[config.mk]
export PLATFORM = sky130hd
export DESIGN_NAME = nec_ir_frame_transmitter
export DESIGN_NICKNAME = d
export VERILOG_FILES = /design/src/rtl/necir_pkg.sv /design/src/rtl/necir_cfg.sv /design/src/rtl/necir_seg.sv /design/src/rtl/nec_ir_frame_transmitter.sv
export SDC_FILE = /design/constraint.sdc
export NUM_CORES = 1
export LEC_CHECK = 0
export ABC_AREA = 0
export BUFFER_PORTS_ARGS = -buffer_cell sky130_fd_sc_hd__buf_2
export CAP_MARGIN = 5
export CORE_AREA = 10 10 295 155
export CTS_CLUSTER_SIZE = 12
export DETAILED_ROUTE_END_ITERATION = 8
export DIE_AREA = 0 0 305 165
export PLACE_DENSITY = 0.42
export REMOVE_ABC_BUFFERS = 1
export SYNTH_ARGS = -nofsm -noshare
export SYNTH_HDL_FRONTEND = slang
export SYNTH_SLANG_ARGS = --single-unit
[constraint.sdc]
create_clock -name clk_i -period 8.3 [get_ports clk_i]
set_clock_uncertainty 0.15 [all_clocks]
set_input_delay 0.415 -clock clk_i [delete_from_list [all_inputs] [get_ports clk_i]]
set_output_delay 0.415 -clock clk_i [all_outputs]
set_load 0.005 [all_outputs]
[src/rtl/necir_pkg.sv]
// ----------------------------------------------------------------------------
// necir_pkg
// shared types and constants of the nec infrared frame transmitter
// ----------------------------------------------------------------------------
package necir_pkg;

  localparam int unsigned CfgWidth    = 16;
  localparam int unsigned CfgIdxWidth = 3;
  localparam int unsigned FrameBits   = 32;
  localparam int unsigned BitIdxWidth = 5;
  localparam int unsigned BitCntWidth = 6;

  localparam logic [CfgWidth-1:0] AgcReset        = 16'd900;
  localparam logic [CfgWidth-1:0] PauseReset      = 16'd450;
  localparam logic [CfgWidth-1:0] MarkReset       = 16'd56;
  localparam logic [CfgWidth-1:0] OneSpaceReset   = 16'd169;
  localparam logic [CfgWidth-1:0] ZeroSpaceReset  = 16'd56;
  localparam logic [CfgWidth-1:0] TrailSpaceReset = 16'd4000;

  typedef enum logic [CfgIdxWidth-1:0] {
    CFG_AGC         = 3'd0,
    CFG_PAUSE       = 3'd1,
    CFG_MARK        = 3'd2,
    CFG_ONE_SPACE   = 3'd3,
    CFG_ZERO_SPACE  = 3'd4,
    CFG_TRAIL_SPACE = 3'd5
  } cfg_idx_e;

  typedef enum logic [7:0] {
    SEG_IDLE   = 8'b0000_0001,
    SEG_AGC    = 8'b0000_0010,
    SEG_PAUSE  = 8'b0000_0100,
    SEG_MARK   = 8'b0000_1000,
    SEG_SPACE  = 8'b0001_0000,
    SEG_TMARK  = 8'b0010_0000,
    SEG_TSPACE = 8'b0100_0000,
    SEG_EXTRA  = 8'b1000_0000
  } seg_e;

  typedef struct packed {
    logic [CfgWidth-1:0] agc;
    logic [CfgWidth-1:0] pause;
    logic [CfgWidth-1:0] mark;
    logic [CfgWidth-1:0] one_space;
    logic [CfgWidth-1:0] zero_space;
    logic [CfgWidth-1:0] trail_space;
  } cfg_t;

endpackage

[src/rtl/necir_cfg.sv]
// ----------------------------------------------------------------------------
// necir_cfg
// timing register file, written through a plain write port
// ----------------------------------------------------------------------------
module necir_cfg
  import necir_pkg::*;
(
  input  logic                   clk_i,
  input  logic                   rst_ni,
  input  logic                   cfg_we_i,
  input  logic [CfgIdxWidth-1:0] cfg_idx_i,
  input  logic [CfgWidth-1:0]    cfg_data_i,
  output cfg_t                   cfg_o
);

  cfg_t cfg_q, cfg_d;

  always_comb begin
    cfg_d = cfg_q;
    if (cfg_we_i) begin
      unique case (cfg_idx_e'(cfg_idx_i))
        CFG_AGC:         cfg_d.agc         = cfg_data_i;
        CFG_PAUSE:       cfg_d.pause       = cfg_data_i;
        CFG_MARK:        cfg_d.mark        = cfg_data_i;
        CFG_ONE_SPACE:   cfg_d.one_space   = cfg_data_i;
        CFG_ZERO_SPACE:  cfg_d.zero_space  = cfg_data_i;
        CFG_TRAIL_SPACE: cfg_d.trail_space = cfg_data_i;
        default: ;
      endcase
    end
  end

  always_ff @(posedge clk_i or negedge rst_ni) begin
    if (!rst_ni) begin
      cfg_q.agc         <= AgcReset;
      cfg_q.pause       <= PauseReset;
      cfg_q.mark        <= MarkReset;
      cfg_q.one_space   <= OneSpaceReset;
      cfg_q.zero_space  <= ZeroSpaceReset;
      cfg_q.trail_space <= TrailSpaceReset;
    end else begin
      cfg_q <= cfg_d;
    end
  end

  assign cfg_o = cfg_q;

endmodule

[src/rtl/necir_seg.sv]
// ----------------------------------------------------------------------------
// necir_seg
// finds the first segment of non-zero length from the current position
// ----------------------------------------------------------------------------
module necir_seg
  import necir_pkg::*;
#(
  parameter int unsigned DurationWidth = 16
) (
  input  seg_e                     seg_i,
  input  logic [BitCntWidth-1:0]   bit_i,
  input  logic [FrameBits-1:0]     frame_i,
  input  cfg_t                     cfg_i,
  output seg_e                     seg_o,
  output logic [BitCntWidth-1:0]   bit_o,
  output logic [DurationWidth-1:0] len_o
);

  logic [DurationWidth-1:0] agc_len, pause_len, mark_len;
  logic [DurationWidth-1:0] one_len, zero_len, trail_len;
  logic                     agc_nz, pause_nz, mark_nz, one_nz, zero_nz, trail_nz;
  logic [FrameBits-1:0]     space_nz;
  logic [FrameBits-1:0]     search_vec;
  logic [BitCntWidth-1:0]   bit_next;
  logic [BitCntWidth-1:0]   search_start;
  logic [BitIdxWidth-1:0]   first_idx;
  logic                     found;
  seg_e                     tail_seg;
  seg_e                     run_seg;
  logic [BitCntWidth-1:0]   run_bit;

  assign agc_len   = DurationWidth'(cfg_i.agc);
  assign pause_len = DurationWidth'(cfg_i.pause);
  assign mark_len  = DurationWidth'(cfg_i.mark);
  assign one_len   = DurationWidth'(cfg_i.one_space);
  assign zero_len  = DurationWidth'(cfg_i.zero_space);
  assign trail_len = DurationWidth'(cfg_i.trail_space);

  assign agc_nz   = |agc_len;
  assign pause_nz = |pause_len;
  assign mark_nz  = |mark_len;
  assign one_nz   = |one_len;
  assign zero_nz  = |zero_len;
  assign trail_nz = |trail_len;

  assign bit_next     = bit_i + BitCntWidth'(1);
  assign search_start = (seg_i == SEG_SPACE) ? bit_next : bit_i;

  // bits whose space segment would drive at least one sample
  always_comb begin
    for (int i = 0; i < FrameBits; i++) begin
      space_nz[i] = frame_i[i] ? one_nz : zero_nz;
    end
  end

  assign search_vec = space_nz & ({FrameBits{1'b1}} << search_start[BitIdxWidth-1:0]);
  assign found      = |search_vec;

  always_comb begin
    first_idx = '0;
    for (int i = FrameBits - 1; i >= 0; i--) begin
      if (search_vec[i]) begin
        first_idx = BitIdxWidth'(i);
      end
    end
  end

  always_comb begin
    if (mark_nz) begin
      tail_seg = SEG_TMARK;
    end else if (trail_nz) begin
      tail_seg = SEG_TSPACE;
    end else begin
      tail_seg = SEG_EXTRA;
    end
  end

  // entry into the bit section: the mark of the current bit, else the first space of non-zero length, else the tail
  always_comb begin
    if (mark_nz) begin
      run_seg = SEG_MARK;
      run_bit = bit_i;
    end else if (found) begin
      run_seg = SEG_SPACE;
      run_bit = {1'b0, first_idx};
    end else begin
      run_seg = tail_seg;
      run_bit = BitCntWidth'(FrameBits);
    end
  end

  always_comb begin
    seg_o = seg_i;
    bit_o = bit_i;
    unique case (seg_i)
      SEG_AGC: begin
        if (agc_nz) begin
          seg_o = SEG_AGC;
        end else if (pause_nz) begin
          seg_o = SEG_PAUSE;
        end else begin
          seg_o = run_seg;
          bit_o = run_bit;
        end
      end
      SEG_PAUSE: begin
        if (!pause_nz) begin
          seg_o = run_seg;
          bit_o = run_bit;
        end
      end
      SEG_MARK: begin
        seg_o = run_seg;
        bit_o = run_bit;
      end
      SEG_SPACE: begin
        if (space_nz[bit_i[BitIdxWidth-1:0]]) begin
          seg_o = SEG_SPACE;
        end else if (bit_next >= BitCntWidth'(FrameBits)) begin
          seg_o = tail_seg;
          bit_o = bit_next;
        end else if (mark_nz) begin
          seg_o = SEG_MARK;
          bit_o = bit_next;
        end else if (found) begin
          seg_o = SEG_SPACE;
          bit_o = {1'b0, first_idx};
        end else begin
          seg_o = tail_seg;
          bit_o = BitCntWidth'(FrameBits);
        end
      end
      SEG_TMARK:  seg_o = tail_seg;
      SEG_TSPACE: seg_o = trail_nz ? SEG_TSPACE : SEG_EXTRA;
      SEG_EXTRA:  seg_o = SEG_EXTRA;
      default:    seg_o = SEG_IDLE;
    endcase
  end

  always_comb begin
    unique case (seg_o)
      SEG_AGC:    len_o = agc_len;
      SEG_PAUSE:  len_o = pause_len;
      SEG_MARK:   len_o = mark_len;
      SEG_SPACE:  len_o = frame_i[bit_o[BitIdxWidth-1:0]] ? one_len : zero_len;
      SEG_TMARK:  len_o = mark_len;
      SEG_TSPACE: len_o = trail_len;
      SEG_EXTRA:  len_o = DurationWidth'(1);
      default:    len_o = '0;
    endcase
  end

endmodule

[src/rtl/nec_ir_frame_transmitter.sv]
// ----------------------------------------------------------------------------
// nec_ir_frame_transmitter
// nec infrared frame sequencer, one level sample per tick request
// ----------------------------------------------------------------------------
// One request can be taken in each cycle while the output register is free or
// being emptied; its result sits in the output register from the next cycle
// on. A send request (tuser high) loads address, ~address, data and ~data and
// restarts the frame; each tick request returns one pin level sample, and the
// tick that finds the frame finished is marked by tlast. Segments of zero
// length are skipped within the same tick. The next request is taken while a
// result waits downstream, as long as the output register is free or being
// emptied.
// ----------------------------------------------------------------------------
module nec_ir_frame_transmitter
  import necir_pkg::*;
#(
  parameter int unsigned DurationWidth = 16
) (
  input  logic                   clk_i,
  input  logic                   rst_ni,
  input  logic                   cfg_we_i,
  input  logic [CfgIdxWidth-1:0] cfg_idx_i,
  input  logic [CfgWidth-1:0]    cfg_data_i,
  input  logic                   s_axis_tvalid,
  output logic                   s_axis_tready,
  input  logic [15:0]            s_axis_tdata,  // address, payload
  input  logic                   s_axis_tuser,  // command
  output logic                   m_axis_tvalid,
  input  logic                   m_axis_tready,
  output logic [7:0]             m_axis_tdata,  // pin_level, busy_res, zero pad
  output logic                   m_axis_tlast
);

  cfg_t                     cfg;
  seg_e                     seg_q, seg_d, res_seg;
  logic [BitCntWidth-1:0]   bit_q, bit_d, res_bit, bit_inc;
  logic [DurationWidth-1:0] tick_q, tick_d, res_len, tick_base;
  logic [DurationWidth:0]   tick_inc;
  logic [FrameBits-1:0]     frame_q, frame_d;
  logic                     sending_q, sending_d;
  logic                     m_valid_q, m_valid_d;
  logic [2:0]               m_res_q, m_res_d;
  logic                     accept;
  logic [7:0]               addr, data;

  necir_cfg u_cfg (
    .clk_i      (clk_i),
    .rst_ni     (rst_ni),
    .cfg_we_i   (cfg_we_i),
    .cfg_idx_i  (cfg_idx_i),
    .cfg_data_i (cfg_data_i),
    .cfg_o      (cfg)
  );

  necir_seg #(
    .DurationWidth (DurationWidth)
  ) u_seg (
    .seg_i   (seg_q),
    .bit_i   (bit_q),
    .frame_i (frame_q),
    .cfg_i   (cfg),
    .seg_o   (res_seg),
    .bit_o   (res_bit),
    .len_o   (res_len)
  );

  assign s_axis_tready = ~m_valid_q | m_axis_tready;
  assign accept        = s_axis_tvalid & s_axis_tready;
  assign addr          = s_axis_tdata[7:0];
  assign data          = s_axis_tdata[15:8];

  // a skipped segment starts its count afresh
  assign tick_base = (res_seg != seg_q || res_bit != bit_q) ? '0 : tick_q;
  assign tick_inc  = {1'b0, tick_base} + (DurationWidth+1)'(1);
  assign bit_inc   = res_bit + BitCntWidth'(1);

  always_comb begin
    seg_d     = seg_q;
    bit_d     = bit_q;
    tick_d    = tick_q;
    frame_d   = frame_q;
    sending_d = sending_q;
    m_res_d   = m_res_q;
    m_valid_d = m_valid_q & ~m_axis_tready;
    if (accept) begin
      m_valid_d = 1'b1;
      m_res_d   = '0;
      if (s_axis_tuser) begin
        frame_d   = {~data, data, ~addr, addr};
        seg_d     = SEG_AGC;
        bit_d     = '0;
        tick_d    = '0;
        sending_d = 1'b1;
        m_res_d   = 3'b010;
      end else if (sending_q) begin
        if (res_seg == SEG_IDLE) begin
          sending_d = 1'b0;
          seg_d     = SEG_IDLE;
          m_res_d   = 3'b100;
        end else begin
          m_res_d[0] = (res_seg == SEG_AGC) || (res_seg == SEG_MARK) ||
                       (res_seg == SEG_TMARK);
          m_res_d[1] = 1'b1;
          bit_d      = res_bit;
          if (tick_inc >= {1'b0, res_len}) begin
            tick_d = '0;
            unique case (res_seg)
              SEG_AGC:    seg_d = SEG_PAUSE;
              SEG_PAUSE:  seg_d = SEG_MARK;
              SEG_MARK:   seg_d = SEG_SPACE;
              SEG_SPACE: begin
                bit_d = bit_inc;
                seg_d = (bit_inc >= BitCntWidth'(FrameBits)) ? SEG_TMARK : SEG_MARK;
              end
              SEG_TMARK:  seg_d = SEG_TSPACE;
              SEG_TSPACE: seg_d = SEG_EXTRA;
              default:    seg_d = SEG_IDLE;
            endcase
          end else begin
            seg_d  = res_seg;
            tick_d = tick_inc[DurationWidth-1:0];
          end
        end
      end
    end
  end

  always_ff @(posedge clk_i or negedge rst_ni) begin
    if (!rst_ni) begin
      seg_q     <= SEG_IDLE;
      bit_q     <= '0;
      tick_q    <= '0;
      frame_q   <= '0;
      sending_q <= 1'b0;
      m_valid_q <= 1'b0;
    end else begin
      seg_q     <= seg_d;
      bit_q     <= bit_d;
      tick_q    <= tick_d;
      frame_q   <= frame_d;
      sending_q <= sending_d;
      m_valid_q <= m_valid_d;
    end
  end

  always_ff @(posedge clk_i) begin
    m_res_q <= m_res_d;
  end

  assign m_axis_tvalid = m_valid_q;
  assign m_axis_tdata  = {6'b0, m_res_q[1:0]};
  assign m_axis_tlast  = m_res_q[2];

endmodule

; Word level (Yosys, flattened, before mapping)
; Cells that the tools add are included.
[totals]
latchBits = 0
word_cells = 192
n_memories = 0
rom_bits = 0
ramBits = 0
register_bits = 163
input_bits = 41
[op_classes]
div_mod_pow = 0
n_mux = 112
bitwise = 9
add_sub_neg = 3
eq_ne = 23
multipliers = 0
n_shift = 1
n_reduce_logical = 24
magnitude_cmp = 5
[ops]
columns = operator, count
row1 = $mux 5, 33
row2 = $mux 8, 13
row3 = $mux 16, 6
row4 = $pmux 16 s6, 1
row5 = $reduce_or 16->1, 6
row6 = $mux 6, 13
row7 = $pmux 8 s7, 1
row8 = $pmux 8 s6, 1
row9 = $mux 1, 39
row10 = $and 32x32->32, 1
row11 = $reduce_or 32->1, 1
row12 = $shl 32x5->32 const A, 1
row13 = $pmux 6 s4, 1
row14 = $add 16x1->17 const B, 1
row15 = $ge 17x16->1, 1
row16 = $eq 8x2->1 const B, 2
row17 = $eq 8x3->1 const B, 2
row18 = $eq 8x4->1 const B, 2
row19 = $eq 8x5->1 const B, 2
row20 = $eq 8x6->1 const B, 2
row21 = $eq 8x7->1 const B, 2
row22 = $eq 8x8->1 const B, 2
row23 = $not 8->8, 2
row24 = $reduce_and 2->1, 8
row25 = other kinds (21), 34

; Longest topological paths before layout
[logic_depth]
depth_word = 50
ltp_mapped = 35
depth_no_buf = 30

; Hierarchy
; Synthesis repeated with hierarchy kept, for this count alone.
[hier_totals]
cells_unflattened = 1222
area_unflattened_um2 = 11770.0
[modules_own_cells]
columns = module, seq_area_each_um2, cells_each, instances, area_each_um2
row1 = necir_seg, 0.0, 611, 1, 4224.1
row2 = nec_ir_frame_transmitter, 1692.9, 403, 1, 3837.4
row3 = necir_cfg, 2432.3, 208, 1, 3708.6

; Worst setup path after synthesis
; Ideal clock, no wire load.
[synth_path]
path_kind = flip-flop to flip-flop
startpoint = register bit_q[1]
endpoint = register tick_q[10]
synth_period_minus_slack_ns = 7.536
slack_ns = 0.764
setup_ns = 0.066
arrival_time_ns = 7.320
n_path_buf = 5
stages_incl_launch_ff = 34
cell_sequence = dfrtp_1 ha_1 buf_1 nand2_1 o31ai_1 a21o_1 clkbuf_1 a221oi_1 nand4bb_1 o2111ai_1 or4b_1 and3_1 clkbuf_1 o2111ai_1 o31ai_4 a311oi_4 buf_6 mux2_4 a211o_1 a221oi_1 ha_1 a21o_1 a21o_1 a21o_1 a21o_1 a21o_1 a211oi_1 o21a_1 o211ai_1 a31oi_1 o21ai_1 nor2_1 clkbuf_1 a22o_1
[synth_via]
elab_chain_cells = 50
word_cells_on_any_way = 81
[synth_lines]
columns = element, line
row1 = "start, declared", nec_ir_frame_transmitter.sv:36  ; logic [BitCntWidth-1:0] bit_q, bit_d, res_bit, bit_inc;
row2 = "start signal, assigned", nec_ir_frame_transmitter.sv:138  ; bit_q <= bit_d;
row3 = $add 6x1->6, necir_seg.sv:46  ; assign bit_next = bit_i + BitCntWidth'(1);
row4 = $mux 5, necir_seg.sv:47  ; assign search_start = (seg_i == SEG_SPACE) ? bit_next : bit_i;
row5 = $shl 32x5->32, necir_seg.sv:56  ; assign search_vec = space_nz & ({FrameBits{1'b1}} << search_start[BitIdxWidth-1:0]);
row6 = $and 32x32->32, necir_seg.sv:56
row7 = $mux 5 (32 in series), necir_seg.sv:62  ; if (search_vec[i]) begin
row8 = $mux 6, "necir_seg.sv:83, necir_seg.sv:125"
row9 = "$mux 6, on equally long branches", "necir_seg.sv:122, necir_seg.sv:80"
row10 = "$mux 6, on equally long branches", "necir_seg.sv:119, necir_seg.sv:99, necir_seg.sv:107"
row11 = (+3 left out), -
row12 = $logic_or 1x1->1 / $mux 1 (equally long branches), "nec_ir_frame_transmitter.sv:73, necir_seg.sv:145"
row13 = "$mux 16, on equally long branches", "nec_ir_frame_transmitter.sv:73, necir_seg.sv:145"
row14 = $add 16x1->17 / $pmux 16 s6 (equally long branches), "nec_ir_frame_transmitter.sv:74, necir_seg.sv:141"
row15 = $ge 17x16->1, nec_ir_frame_transmitter.sv:105  ; if (tick_inc >= {1'b0, res_len}) begin
row16 = $mux 16, nec_ir_frame_transmitter.sv:105
row17 = $mux 16, nec_ir_frame_transmitter.sv:96  ; if (res_seg == SEG_IDLE) begin
row18 = $mux 16, nec_ir_frame_transmitter.sv:95  ; end else if (sending_q) begin
row19 = $mux 16, nec_ir_frame_transmitter.sv:88  ; if (s_axis_tuser) begin
row20 = "end signal, assigned", nec_ir_frame_transmitter.sv:139  ; tick_q <= tick_d;
row21 = "end, declared", nec_ir_frame_transmitter.sv:37  ; logic [DurationWidth-1:0] tick_q, tick_d, res_len, tick_base;
; Parallel ways exist; a longest one is shown, timed or not. The select of a mux whose other input is x is not followed.
; A chain may end at the register's enable or synchronous reset.

; Worst setup path in the final report
[layout_path]
startpoint = register u_cfg.cfg_q (netlist bit u_cfg.cfg_o[42])
endpoint = register bit_q[1]
[layout_via]
elab_chain_cells = 49
word_cells_on_any_way = 112
[layout_lines]
columns = element, line
row1 = "start, declared", necir_cfg.sv:16  ; cfg_t cfg_q, cfg_d;
row2 = "start signal, assigned", necir_cfg.sv:42  ; cfg_q <= cfg_d;
row3 = $reduce_or 16->1, necir_seg.sv:42  ; assign one_nz = |one_len;
row4 = $mux 1, necir_seg.sv:52  ; space_nz[i] = frame_i[i] ? one_nz : zero_nz;
row5 = $and 32x32->32, necir_seg.sv:56
row6 = $mux 5 (32 in series), necir_seg.sv:62
row7 = $mux 6, "necir_seg.sv:83, necir_seg.sv:125"
row8 = "$mux 6, on equally long branches", "necir_seg.sv:122, necir_seg.sv:80"
row9 = "$mux 6, on equally long branches", "necir_seg.sv:119, necir_seg.sv:99, necir_seg.sv:107"
row10 = "$mux 6, on equally long branches", "necir_seg.sv:117, necir_seg.sv:97"
row11 = (+2 left out), -
row12 = $logic_or 1x1->1 / $mux 1 (equally long branches), "nec_ir_frame_transmitter.sv:73, necir_seg.sv:145"
row13 = "$mux 16, on equally long branches", "nec_ir_frame_transmitter.sv:73, necir_seg.sv:145"
row14 = $add 16x1->17 / $pmux 16 s6 (equally long branches), "nec_ir_frame_transmitter.sv:74, necir_seg.sv:141"
row15 = $ge 17x16->1, nec_ir_frame_transmitter.sv:105
row16 = $mux 6, nec_ir_frame_transmitter.sv:105
row17 = $mux 6, nec_ir_frame_transmitter.sv:96
row18 = $mux 6, nec_ir_frame_transmitter.sv:95
row19 = $mux 6, nec_ir_frame_transmitter.sv:88
; Parallel ways exist; a longest one is shown, timed or not. The select of a mux whose other input is x is not followed.

==> results.txt <==
----------------------------------------------------
[Yosys]
  Area of the mapped netlist ... around 0.012 sq mm
  Yosys warns ... 0
  Most area-consuming cells after synthesis ... sky130_fd_sc_hd__dfrtp_1 (28%), sky130_fd_sc_hd__mux2_2 (11%), sky130_fd_sc_hd__dfstp_2 (5.4%)
  Area share of the leading cell type in the synthesized netlist ... 0.2795
  Most used flip-flop cell after synthesis ... sky130_fd_sc_hd__dfrtp_1
  Number of storage elements in the synthesis netlist ... between 150 and 200
  Synth unique cells ... 94
  Share of async-settable or async-resettable flops after synthesis ... 0.9816
  Sequential area share after synthesis ... 0.3413
  Largest area contributor in the netlist ... sky130_fd_sc_hd__dfrtp_1
  Mapped Avg Cell Area ... approximately 9.7 sq um
  Post-synth EDFFs ... 3
  Number of instances in the synthesized netlist ... approximately 1,200

[Critical path]
  Element type at the critical path end ... flip-flop
  Depth of the worst register-to-register path ... 30
  Worst path slowest cell ... sky130_fd_sc_hd__nor4b_1
  Worst-path maximum fanout ... 30
  WS Path Type ... flip-flop to flip-flop
  Slack of the worst reg-to-reg path ... 0.39 ns
  Req. time, crit path ... roughly 8.5 ns
  CP bufs+invs ... 3
  CP dominant cell by count ... sky130_fd_sc_hd__a21o_1
  Startpoint of the most critical register-to-register path ... u_cfg.cfg_o[42]
  Cell family contributing the most delay on the critical path ... compound AO/OA/AOI/OAI gates
  End of the worst register-to-register path ... bit_q[1]
  Max incr delay on CP ... ~0.6 ns
  Startpoint types ... flip-flop
  Worst endpoint data arrival time ... between 8 and 9 ns

[Clock tree]
  Buffer cell driving the clock tree root ... sky130_fd_sc_hd__clkbuf_16
  Later-pin clock latency in the skew report ... about 0.45 ns
  Number of clock sinks ... about 160
  CTS tree ... yes
  Number of buffers created by CTS ... 17
  CTS H-tree lvls ... 4
  Clk buf depth ... 2
  Worst-path clk slew ... about 0.080 ns

[Pwr]
  Leakage power total ... around 6.0 nW
  Pwr Total ... between 3 and 4 mW
  Maximum vdd drop ... between 0.0001 and 0.00015 V
  Pwr/cell area ... 237.7 mW/mm^2

[Timing]
  Min setup slack post-route ... just under 0.4 ns
  Endpoints failing setup ... 0
  RSZ-0062 raised after global routing ... false
  Slew margin rel. ... 0.3412
  Achievable clock frequency ... around 130 MHz
  Crit share post-route ... 0.9535
  Post-route minimum period ... around 8 ns
  Final max-slew violation count ... 0
  Transition time of the tightest slew-check pin ... 0.9830 ns
  Final Hold Violating Endpoints ... 0

[GRT]
  Met3 layer usage reported by global route ... 0.03634
  Grt met2 use ... 0.2886
  Total GRT Usage ... 0.1734
  Pin count of the biggest net entering global routing ... 66
  Most heavily used metal layer in global routing ... met2
  Wire length of the first global-routing pass ... between 60,000 and 70,000 um
  Number of global-route vias before repair ... between 10,000 and 15,000
  Number of antenna violations at the first check in global routing ... 1
  Global Route met1 Usage ... 0.2271
  Total global routing overflow ... 0

[Die]
  Width of the die ... a little over 300 um
  Core area ... a little over 0.04 sq mm
  Number of cell rows ... 52
  Height of the die ... roughly 170 um
  Full die area ... about 0.050 sq mm
  Number of placed I/O pins ... 52
  Starting density of the core ... 0.3001

[Cells and area]
  Final core area utilization ... 0.3616
  Total number of nets in the final design ... ~1,400
  Most frequent cells in the layout ... sky130_fd_sc_hd__dfrtp_1 (130), sky130_fd_sc_hd__mux2_2 (123), sky130_fd_sc_hd__nand2_1 (102)
  Layout cells sized above 1 ... 0.3204
  Most common cell after layout, fill and taps aside ... sky130_fd_sc_hd__dfrtp_1
  Final standard cell count with taps included and fillers excluded ... between 1,500 and 2,000
  Number of antenna repair diodes ... 0
  Area growth syn-to-layout ... 20.48%
  Flip-flop and latch area ... 0.004131 sq mm
  Multi-input gate area in the final layout ... between 0.007 and 0.008 sq mm
  Fill cells ... 4,108

[Route]
  DRC violations left ... 0
  Count of routing violations after the opening detailed-route iteration ... about 850
  Average wire length per cell after detail routing ... 23.61 um
  Post-route antenna net violation count ... 0
  Vias per inst ... around 5.7
  Detailed-routing iteration count for the pre-antenna-repair pass ... 6
  Wire length reported by the detailed router ... roughly 45,000 um
  Overall via count from detail_route ... about 11,000

[Hold path]
  Cell count of the worst hold path ... 2
  Worst-case hold path end point ... m_axis_tvalid
  Hold_sp ... s_axis_tvalid
  Hold Path Class ... primary input to flip-flop

[Placement]
  Final HPWL DP ... ~34,000 um
  Placed insts ... 1,850
  Final weighted congestion of routability-driven global placement ... a little under 1
  Worst slack after detailed placement ... -0.1018 ns
  IO buf count ... 45

[Status]
  Outcome ... finished clean

[Flow run]
  Max cap viols ... 0

----------------------------------------------------
-- sequential cells by signal, indices dropped and copies added (netlist names) --
| signal | flops |
|---|---|
| bit_q | 6 |
| frame_q | 32 |
| m_axis_tvalid | 1 |
| m_res_q | 3 |
| seg_q | 8 |
| sending_q | 1 |
| tick_q | 16 |
| u_cfg.cfg_o | 96 |
-- cell families after synthesis --
family | share of synthesized area
fa+ha+maj | 0.01967
xor+xnor | 0.02029
buf+inv | 0.04358
other cells | 0.0003102
compound gates | 0.2071
flops | 0.3413
mux | 0.1978
simple gates | 0.1700
-- layer usage --
metal  part of all wire  vias up
met5                  0        -
met4              0.020        0
met2               0.46      334
met1               0.47     5478
met3              0.054       58
li1                   -     5032
-- cell usage after synthesis (6+ instances only) --
cell,number
sky130_fd_sc_hd__a211o_1,15
sky130_fd_sc_hd__a211oi_1,16
sky130_fd_sc_hd__a21o_1,15
sky130_fd_sc_hd__a21oi_1,53
sky130_fd_sc_hd__a221o_1,6
sky130_fd_sc_hd__a221oi_1,21
sky130_fd_sc_hd__a222oi_1,16
sky130_fd_sc_hd__a22o_1,16
sky130_fd_sc_hd__a22oi_1,6
sky130_fd_sc_hd__a31oi_1,8
sky130_fd_sc_hd__a41oi_1,7
sky130_fd_sc_hd__and2_1,8
sky130_fd_sc_hd__and3_1,17
sky130_fd_sc_hd__buf_2,16
sky130_fd_sc_hd__buf_4,10
sky130_fd_sc_hd__buf_6,6
sky130_fd_sc_hd__clkbuf_1,47
sky130_fd_sc_hd__dfrtp_1,135
sky130_fd_sc_hd__dfstp_2,25
sky130_fd_sc_hd__ha_1,19
sky130_fd_sc_hd__inv_1,28
sky130_fd_sc_hd__mux2_2,123
sky130_fd_sc_hd__mux2_4,9
sky130_fd_sc_hd__mux2i_1,64
sky130_fd_sc_hd__mux4_2,9
sky130_fd_sc_hd__nand2_1,103
sky130_fd_sc_hd__nand2b_1,15
sky130_fd_sc_hd__nand3_1,21
sky130_fd_sc_hd__nand4_1,14
sky130_fd_sc_hd__nand4b_1,7
sky130_fd_sc_hd__nor2_1,82
sky130_fd_sc_hd__nor3_1,28
sky130_fd_sc_hd__nor3b_1,8
sky130_fd_sc_hd__nor4_1,35
sky130_fd_sc_hd__o2111ai_1,9
sky130_fd_sc_hd__o211a_1,6
sky130_fd_sc_hd__o211ai_1,16
sky130_fd_sc_hd__o21a_1,6
sky130_fd_sc_hd__o21ai_0,36
sky130_fd_sc_hd__o22ai_1,12
sky130_fd_sc_hd__or2_2,7
sky130_fd_sc_hd__or3_1,7
sky130_fd_sc_hd__xnor2_1,12
sky130_fd_sc_hd__xor2_1,16
-- area by class of cell --
| cell class | count | share of cell area |
|---|---|---|
| clock inverter | 14 | 0.01108 |
| timing repair buffer | 170 | 0.09003 |
| multi-input combinational | 973 | 0.5312 |
| sequential | 163 | 0.2837 |
| clock buffer | 18 | 0.03015 |
| tap | 540 | 0.04639 |
| inverter | 29 | 0.007474 |
-- worst register-to-register path: cells and delay by family (launching register included) --
kind / cells / cell delay (ns)
compound gates: 15 / 2.95
simple gates: 7 / 2.50
flops: 1 / 0.45
fa+ha+maj: 2 / 0.52
mux: 2 / 0.37
xor+xnor: 1 / 0.26
buf+inv: 3 / 0.60
-- worst max path at each step --
stage                    startpoint    endpoint  slack [ns]  cells past startpoint
global route               bit_q[2]    bit_q[1]       0.002                     32
finish              u_cfg.cfg_o[42]    bit_q[1]        0.39                     30
detailed placement         bit_q[2]  tick_q[12]       -0.10                     32
global placement           bit_q[2]   tick_q[5]       -0.11                     32
CTS                        bit_q[3]    bit_q[1]        0.02                     33
floorplan                  bit_q[0]  tick_q[10]       -0.22                     28
-- per-stage QoR --
stage | hold slack (ns) | cell area [sq um] | TNS [ns]
finish | 0.05066 | 14560 | 0
floorplan | -0.03059 | 11690 | -3.145
global route | 0.04637 | 14560 | 0
detailed placement | 0.2706 | 13480 | -1.430
CTS | 0.02117 | 14250 | 0
global placement | 0.2701 | 13480 | -2.030
-- what timing repair did --
action                                  CTS  global route
endpoints found under the hold margin    59             0
cloned                                    0             3
gates resized for setup                   2            49
pin swaps                                 0             9
buffers inserted                          0             7
endpoints found under the setup margin   27            30
hold buffers                             15             0
-- where the power goes --
part | internal [mW] | total (mW) | switching (mW)
combinational | 0.710 | 1.49 | 0.776
sequential | 0.961 | 1.15 | 0.192
clock | 0.413 | 0.822 | 0.409
total | 2.08 | 3.46 | 1.38
(Power assumes the default switching activity.)
